`config.mk`:
```
export PLATFORM = sky130hd
export DESIGN_NAME = sorted_priority_queue_top
export DESIGN_NICKNAME = d
export VERILOG_FILES = /design/src/spq_pkg.sv /design/src/spq_cell.sv /design/src/sorted_priority_queue_top.sv
export SDC_FILE = /design/constraint.sdc
export NUM_CORES = 2
export LEC_CHECK = 0
export ABC_AREA = 1
export ABC_CLOCK_PERIOD_IN_PS = 10000
export BUFFER_PORTS_ARGS = -buffer_cell sky130_fd_sc_hd__clkbuf_2
export CORE_MARGIN = 2
export CORE_UTILIZATION = 59
export CTS_BUF_LIST = sky130_fd_sc_hd__clkbuf_8
export DETAILED_ROUTE_END_ITERATION = 8
export PLACE_DENSITY = 0.88
export SLEW_MARGIN = 20
export SYNTH_ARGS = -nofsm -noshare
export SYNTH_HDL_FRONTEND = slang
export SYNTH_HIERARCHICAL = 1
export SYNTH_SLANG_ARGS = --single-unit
```
`constraint.sdc`:
```
create_clock -name clk -period 10 [get_ports clk]
set_input_delay 1 -clock clk [delete_from_list [all_inputs] [get_ports clk]]
set_output_delay 1 -clock clk [all_outputs]
set_load 0.01 [all_outputs]
```
`src/spq_pkg.sv`:
```
// ----------------------------------------------------------------------------
// Sorted priority queue package
// Sizes, entry types, operation and status codes shared by the queue files.
// ----------------------------------------------------------------------------
`timescale 1ns / 1ps

package spq_pkg;

  localparam int DEPTH    = 16;
  localparam int TAG_BITS = 32;
  localparam int CNT_W    = $clog2(DEPTH + 1);

  typedef logic [TAG_BITS-1:0] tag_t;
  typedef logic signed [15:0]  prio_t;
  typedef logic [CNT_W-1:0]    cnt_t;

  typedef enum logic [1:0] {
    KIND_INSERT = 2'd0,
    KIND_APPEND = 2'd1,
    KIND_REMOVE = 2'd2,
    KIND_NOP    = 2'd3
  } kind_t;

  typedef enum logic [1:0] {
    ST_DONE  = 2'd0,
    ST_EMPTY = 2'd1,
    ST_FULL  = 2'd2
  } status_t;

  typedef struct packed {
    tag_t  tag;
    prio_t prio;
  } entry_t;

  typedef struct packed {
    logic shift_in;
    logic by_prio;
    logic shift_out;
  } ctrl_t;

  function automatic tag_t to_tag(input logic [31:0] payload);
    logic [63:0] wide;
    wide = 64'(payload);
    return wide[TAG_BITS-1:0];
  endfunction

  function automatic logic [31:0] to_payload(input tag_t tag);
    logic [63:0] wide;
    wide = 64'(tag);
    return wide[31:0];
  endfunction

  function automatic logic [4:0] to_fill(input cnt_t cnt);
    logic [15:0] wide;
    wide = 16'(cnt);
    return wide[4:0];
  endfunction

endpackage

```
`src/spq_cell.sv`:
```
// ----------------------------------------------------------------------------
// Sorted priority queue cell
// Holds one list entry and moves it toward the head or the tail as ordered.
// ----------------------------------------------------------------------------
`timescale 1ns / 1ps

module spq_cell (
  input  logic            clk,
  input  spq_pkg::ctrl_t  ctrl,
  input  logic            occupied,
  input  spq_pkg::entry_t new_entry,
  input  spq_pkg::entry_t left_entry,
  input  spq_pkg::entry_t right_entry,
  input  logic            after_left,
  output logic            after_self,
  output spq_pkg::entry_t entry
);
  import spq_pkg::*;

  entry_t entry_r;
  entry_t entry_nxt;
  logic   here;

  // A cell lies at or after the insert point when it is free, when a priority
  // insert finds a strictly greater priority here, or when an earlier cell did.
  assign here       = !occupied || (ctrl.by_prio && (entry_r.prio > new_entry.prio));
  assign after_self = after_left || here;

  always_comb begin
    entry_nxt = entry_r;
    if (ctrl.shift_out) begin
      entry_nxt = right_entry;
    end else if (ctrl.shift_in && after_self) begin
      entry_nxt = after_left ? left_entry : new_entry;
    end
  end

  always_ff @(posedge clk) begin
    entry_r <= entry_nxt;
  end

  assign entry = entry_r;

endmodule

```
`src/sorted_priority_queue_top.sv`:
```
// ----------------------------------------------------------------------------
// Sorted priority queue
// Ordered list of tagged entries kept in a row of shifting cells.
// ----------------------------------------------------------------------------
// Usage: drive in_kind, in_payload and in_priority_req and raise start. The
// transfer is taken at a rising edge with start high and busy low; busy stays
// low, so a new operation may be issued in every cycle.
// A priority insert places the entry before the first stored entry with a
// strictly greater priority, an append places it at the tail, and a remove
// takes the head entry off and returns its tag on out_head_payload.
// Each operation gives one result in the cycle after its transfer: out_valid is
// high for exactly that cycle with out_status and out_fill_count beside it.
// Throughput is one operation per cycle; every cell compares against the new
// priority in parallel and the whole row shifts in that same cycle.
// Removing from an empty list reports an empty status; an insert or append
// into a full list is dropped and reports a full status.
// Reset empties the list and clears the result strobe. The receiver cannot
// stall the result; it must take it in the cycle that out_valid marks.
// ----------------------------------------------------------------------------
`timescale 1ns / 1ps

module sorted_priority_queue_top (
  input  logic        clk,
  input  logic        rst_n,
  input  logic        start,
  output logic        busy,
  input  logic [1:0]  in_kind,
  input  logic [31:0] in_payload,
  input  logic [15:0] in_priority_req,
  output logic        out_valid,
  output logic [1:0]  out_status,
  output logic [31:0] out_head_payload,
  output logic [4:0]  out_fill_count
);
  import spq_pkg::*;

  cnt_t        count_r;
  cnt_t        count_nxt;
  logic        out_valid_r;
  status_t     status_r;
  status_t     status_nxt;
  logic [31:0] head_r;
  logic [31:0] head_nxt;

  logic        take;
  logic        full;
  logic        empty;
  ctrl_t       ctrl;
  entry_t      new_entry;
  entry_t      cells [DEPTH];
  logic        after [DEPTH];

  assign busy      = 1'b0;
  assign take      = start && !busy;
  assign full      = (count_r == cnt_t'(DEPTH));
  assign empty     = (count_r == '0);
  assign new_entry = '{tag: to_tag(in_payload), prio: prio_t'(in_priority_req)};

  always_comb begin
    ctrl       = '0;
    count_nxt  = count_r;
    status_nxt = ST_DONE;
    head_nxt   = '0;
    if (take) begin
      case (in_kind)
        KIND_INSERT, KIND_APPEND: begin
          if (full) begin
            status_nxt = ST_FULL;
          end else begin
            ctrl.shift_in = 1'b1;
            ctrl.by_prio  = (in_kind == KIND_INSERT);
            count_nxt     = count_r + cnt_t'(1);
          end
        end
        KIND_REMOVE: begin
          if (empty) begin
            status_nxt = ST_EMPTY;
          end else begin
            ctrl.shift_out = 1'b1;
            head_nxt       = to_payload(cells[0].tag);
            count_nxt      = count_r - cnt_t'(1);
          end
        end
        default: begin
          status_nxt = ST_DONE;
        end
      endcase
    end
  end

  for (genvar i = 0; i < DEPTH; i++) begin : g_cell
    spq_cell u_cell (
      .clk         (clk),
      .ctrl        (ctrl),
      .occupied    (cnt_t'(i) < count_r),
      .new_entry   (new_entry),
      .left_entry  ((i == 0) ? new_entry : cells[(i == 0) ? 0 : i - 1]),
      .right_entry ((i == DEPTH - 1) ? cells[i] : cells[(i == DEPTH - 1) ? i : i + 1]),
      .after_left  ((i == 0) ? 1'b0 : after[(i == 0) ? 0 : i - 1]),
      .after_self  (after[i]),
      .entry       (cells[i])
    );
  end

  always_ff @(posedge clk) begin
    if (!rst_n) begin
      count_r     <= '0;
      out_valid_r <= 1'b0;
    end else begin
      count_r     <= count_nxt;
      out_valid_r <= take;
    end
  end

  always_ff @(posedge clk) begin
    status_r <= status_nxt;
    head_r   <= head_nxt;
  end

  assign out_valid        = out_valid_r;
  assign out_status       = status_r;
  assign out_head_payload = head_r;
  assign out_fill_count   = to_fill(count_r);

endmodule

```
---- After elaboration in Yosys (flattened, before gate mapping) ----
Index checks and enable logic that the tools add are counted.
cells by class
  mux-type cells .......................... 56
  bitwise operators ....................... 3
  $lt $le $gt $ge ......................... 32
  $add $sub $neg .......................... 2
  eq/ne operators ......................... 5
  reductions and logical operators ........ 101
operator list
  operator                                                   count
  2-to-1 mux 48 bit                                          45
  > comparator 16 bit                                        16
  less-than comparator 4 x 5 -> 1 bit, first input constant  8
  logical AND 1 bit                                          32
  nonzero test 2 bit                                         16
  logical OR 1 bit                                           31
  less-than comparator 3 x 5 -> 1 bit, first input constant  4
  zero test 1 bit                                            16
  less-than comparator 1 x 5 -> 1 bit, first input constant  2
  less-than comparator 2 x 5 -> 1 bit, first input constant  2
  2-to-1 mux 5 bit                                           2
  one-hot mux 5 bit (2 select lines)                         1
  2-to-1 mux 2 bit                                           3
  adder 5 x 1 -> 5 bit, second input constant                1
  == test 5 bit, second input constant                       1
  zero test 5 bit                                            1
  subtractor 5 x 1 -> 5 bit, second input constant           1
  != test 2 bit, second input constant                       2
  one-hot mux 2 bit (2 select lines)                         1
  AND reduction 4 bit                                        1
  2-to-1 mux 1 bit                                           3
  2-to-1 mux 3 bit                                           1
  inverter 1 bit                                             3
  OR reduction 3 bit                                         1
  5 further kinds                                            5
word-level totals
  output and inout port bits .............. 41
  word-level logic and storage cells ...... 235
  input bits .............................. 53
  register bits ........................... 808

---- Depth between registers and ports, before layout ----
  word-level depth ........................ 23
  mapped depth ............................ 76

---- Modules after synthesis ----
Netlist, hierarchy kept.
by module, submodules not included
  module                           times used  area an instance (µm²)  seq. area each (µm²)  cells an instance
  spq_cell (g_cell[0].u_cell ...)  10          2896.5                  1441.4                350
  spq_cell (g_cell[4].u_cell ...)  6           2874.0                  1441.4                345
  sorted_priority_queue_top        1           1565.3                  800.8                 203

---- Worst setup path after synthesis ----
No wires, ideal clock.
  kind .................................... input to register
  start ................................... input start
  end ..................................... register g_cell[15].u_cell.entry_r, in the netlist g_cell[15].u_cell/entry[0] (enable)
  setup slack ............................. -664 ps
  stages on the path ...................... 68
  path buffers ............................ 30
  data arrival time ....................... 10257 ps
  setup time .............................. 406 ps
  cell sequence ........................... inv_1 nor4_1 o21ai_1 a21oi_2 nand2_1 nand2_2 clkbuf_1 buf_2 nor2_1 nand2_2 clkbuf_1 buf_2 nor2_1 nand2_2 clkbuf_1 buf_2 nor2_1 nand2_2 [... 32 more ...] clkbuf_1 buf_2 nor2_1 nand2_2 clkbuf_1 buf_2 nor2_1 nand2_2 clkbuf_1 buf_2 nor2_1 nand2_2 clkbuf_1 buf_2 nor2_1 nand2_2 nand2_1 nand2_1
RTL lines
  item                  RTL line                         source
  from (decl)           sorted_priority_queue_top.sv:25  input logic start,
  to (signal assigned)  spq_cell.sv:39                   entry_r <= entry_nxt;
  to (decl)             spq_cell.sv:20                   entry_t entry_r;

==> flow_summary.toml <==
[logic_synthesis]
yosys.area.top_type_share = 0.483
yosysTopAreaCell = "edfxtp_1"
yosys-top-cells-area = "edfxtp_1, a21oi_1, nand2_1, nor2_1, ha_1"
synth_cells = 5773
syn_area_sq_um = 47800
ys_warn_count = 6
synthDistinctLibCells = 33
synth-seq-cells = 808
ys_seq_area_frac = 0.499
syn_area_per_cell_sq_um = 8.28

[floorplan]
die_h_microns = 289
rows = 104
fp.dieW_microns = 289
initial_utilization = 0.595
fp.dieArea_sq_um = 83300
core-area_sq_um = 80300
io_pins = 94

[power_and_ir_drop]
cellPowerDensity_nw_per_um2 = 161
leakage_uw = 0.0204
ir_drop_uv = 132
clkPwrFrac = 0.329
intPower_uw = 5830
p_sw_uw = 2390
combPwrFrac = 0.149
share_seq_of_total_power = 0.523
sw_frac_of_total = 0.290

[worst_setup_path]
cpPeakStageDelay_ps = 740
crit_path_max_fanout = 51
arrival_ps = 9510
cpMostUsedCell = "nand2_2"
end_kind = "flip-flop"
cp-start-kind = "flip-flop"
worstPathRequired_ps = 10560
path_class = "flip-flop to flip-flop"
crit_path_top_delay_cell = "nand2_2"
path_delay_family = "buffers and inverters"
reg2reg_depth = 49
crit_buf_inv = 11
cp_num_cells = 49

[sta]
setup_slack_ps = 1050
min_period_ps = 8950
hold_ws_ps = 455
fin_crit_sh = 0.895
setup_viol = 0
fin_setup_tns_ps = 0
hold_viol_final = 0
tightest_slew_ps = 1270
slew-limit-headroom = 0.152
rsz0062_at_grt = "false"
finClkSkew_ps = 38.5
clock.fmax_mhz = 112
slew_viol_final = 0

[min_path]
hp-class = "input pin to flip-flop"
holdPathStages = 3

[global_route]
antenna_found_initial = 5
grt_usage = 0.295
grt_max_degree = 271
grt_pass1_wl_microns = 201000
globalRoute.totalOverflow = 0
first_global_vias = 39100

[clocking]
cts_buffers = 136
cts_tree = "done"
h-tree-depth = 4
clock-sinks = 808
cts.clk_slew.worst_paths_ps = 60
cts_setup_buffers = 0
cts_resized = 0
root_buffer = "clkbuf_8"
clk_latency_ps = 820
cts_hold_buf = 0
clockBufferDepth = 3

[routing]
routedWlPerCell_microns = 18.2
drc_errors = 0
vias = 41200
drt_iter0_drc = 5820
antenna_left = 0
routed_via_density = 5.97
wl_microns = 125000
first_pass_iters = 7

[flow_run]
max_cap_viol_count = 0

[finish]
fin_cells = 6900
area_growth_pct = 6.97
num-fill-cells = 6276
utilization = 0.637
drive_gt1_frac = 0.0747
nets = 6049

[place]
port_buffers = 92
gp_congestion = 0.923
pre_cts_ws_ps = 430
dp_cells = 6657
hpwl_microns = 86300

[outcome]
outcome = "completed"
==> worst reg2reg max path, delay by kind of cell, from the launching register on <==
kind	cells	cell delay (ps)
buffers and inverters	11	3900
DFF	1	500
adders and majority gates	1	270
and+or+nand+nor	34	3700
AOI/OAI and AO/OA	3	360
==> flip-flops by register name (all words and copies together) (netlist names) <==
register             flops
out_fill_count           5
out_status               2
out_valid                1
g_cell.u_cell/entry    768
out_head_payload        32
==> cell type report <==
type / count / area (sq um) / area share
flip-flops and latches: 808 / 23900 / 0.467
multi-input cells: 4138 / 20600 / 0.403
clock buffers: 142 / 1950 / 0.0382
inverters: 487 / 1840 / 0.0359
well taps: 1060 / 1330 / 0.0260
repair buffers: 165 / 1040 / 0.0204
clock inverters: 99 / 463 / 0.00906
diodes: 1 / 2.50 / 0.0000490
==> cells in the mapped netlist <==
| cell type | instances |
|---|---|
| a21o_1 | 16 |
| a21oi_1 | 1636 |
| a21oi_2 | 11 |
| buf_1 | 16 |
| buf_2 | 120 |
| buf_4 | 35 |
| buf_6 | 3 |
| clkbuf_1 | 160 |
| clkbuf_2 | 6 |
| clkbuf_8 | 1 |
| clkinv_1 | 16 |
| conb_1 | 1 |
| dfxtp_1 | 40 |
| edfxtp_1 | 768 |
| ha_1 | 260 |
| inv_1 | 471 |
| nand2_1 | 1140 |
| nand2_2 | 43 |
| nand3_1 | 18 |
| nand3_2 | 8 |
| nand3b_1 | 1 |
| nand4_1 | 17 |
| nand4_2 | 10 |
| nor2_1 | 899 |
| nor2_2 | 8 |
| nor2_4 | 11 |
| nor3_1 | 4 |
| nor4_1 | 1 |
| o21a_1 | 6 |
| o21ai_0 | 34 |
| o21ai_1 | 10 |
| o31ai_1 | 2 |
| xnor2_1 | 1 |
==> power by group through the flow <==
stage                     sequential, uW  combinational, uW  clock [uW]
final                               4290               1220        2700
after global routing                4320               1360        2880
after CTS                           4290               1190        2730
after detailed placement            4350               1180           0
after global placement              4350               1110           0
after floorplan                     4280                849           0
==> per-layer routing <==
layer / track usage / vias up / wire (microns)
met4: 0.100 / 0 / 3180
met3: 0.0489 / 265 / 14300
li1: - / 19400 / -
met1: 0.420 / 18900 / 51000
met5: 0 / - / 0
met2: 0.462 / 2594 / 56800
==> cell usage in the layout, fill, tap and decap left out, types with 40 or more instances in the layout <==
master    instances
a21oi_1        1636
buf_4            70
clkbuf_2         92
clkbuf_8        142
clkinv_1         49
dfxtp_1          40
edfxtp_1        768
ha_1            260
inv_1           517
nand2_1        1124
nand2_2          46
nor2_1          899
==> stage by stage <==
| stage | total power [uW] | area (sq um) |
|---|---|---|
| final | 8210 | 51100 |
| after global routing | 8550 | 51100 |
| after CTS | 8200 | 51000 |
| after detailed placement | 5530 | 48600 |
| after global placement | 5460 | 48600 |
| after floorplan | 5130 | 47800 |
==> kinds of logic after synthesis <==
| family | after synthesis | synth area share |
|---|---|---|
| compound gates | 1715 | 0.182 |
| xor+xnor | 1 | 0.000183 |
| fa+ha+maj | 260 | 0.0681 |
| buf+inv | 828 | 0.0718 |
| flops | 808 | 0.499 |
| simple gates | 2160 | 0.179 |
| other cells | 1 | 0.0000785 |
==> final timing paths <==
path / start / to / slack, ps
max: out_fill_count[0]$_SDFFE_PN0P_ / g_cell[15].u_cell/entry[42]$_DFFE_PP_ / 1050
min: start / out_valid$_SDFF_PN0_ / 450
max reg2reg: out_fill_count[0]$_SDFFE_PN0P_ / g_cell[15].u_cell/entry[42]$_DFFE_PP_ / 1050
min reg2reg: g_cell[0].u_cell/entry[26]$_DFFE_PP_ / out_head_payload[10]$_SDFF_PP0_ / 490
No activity file was read; power rests on OpenSTA's default activity.
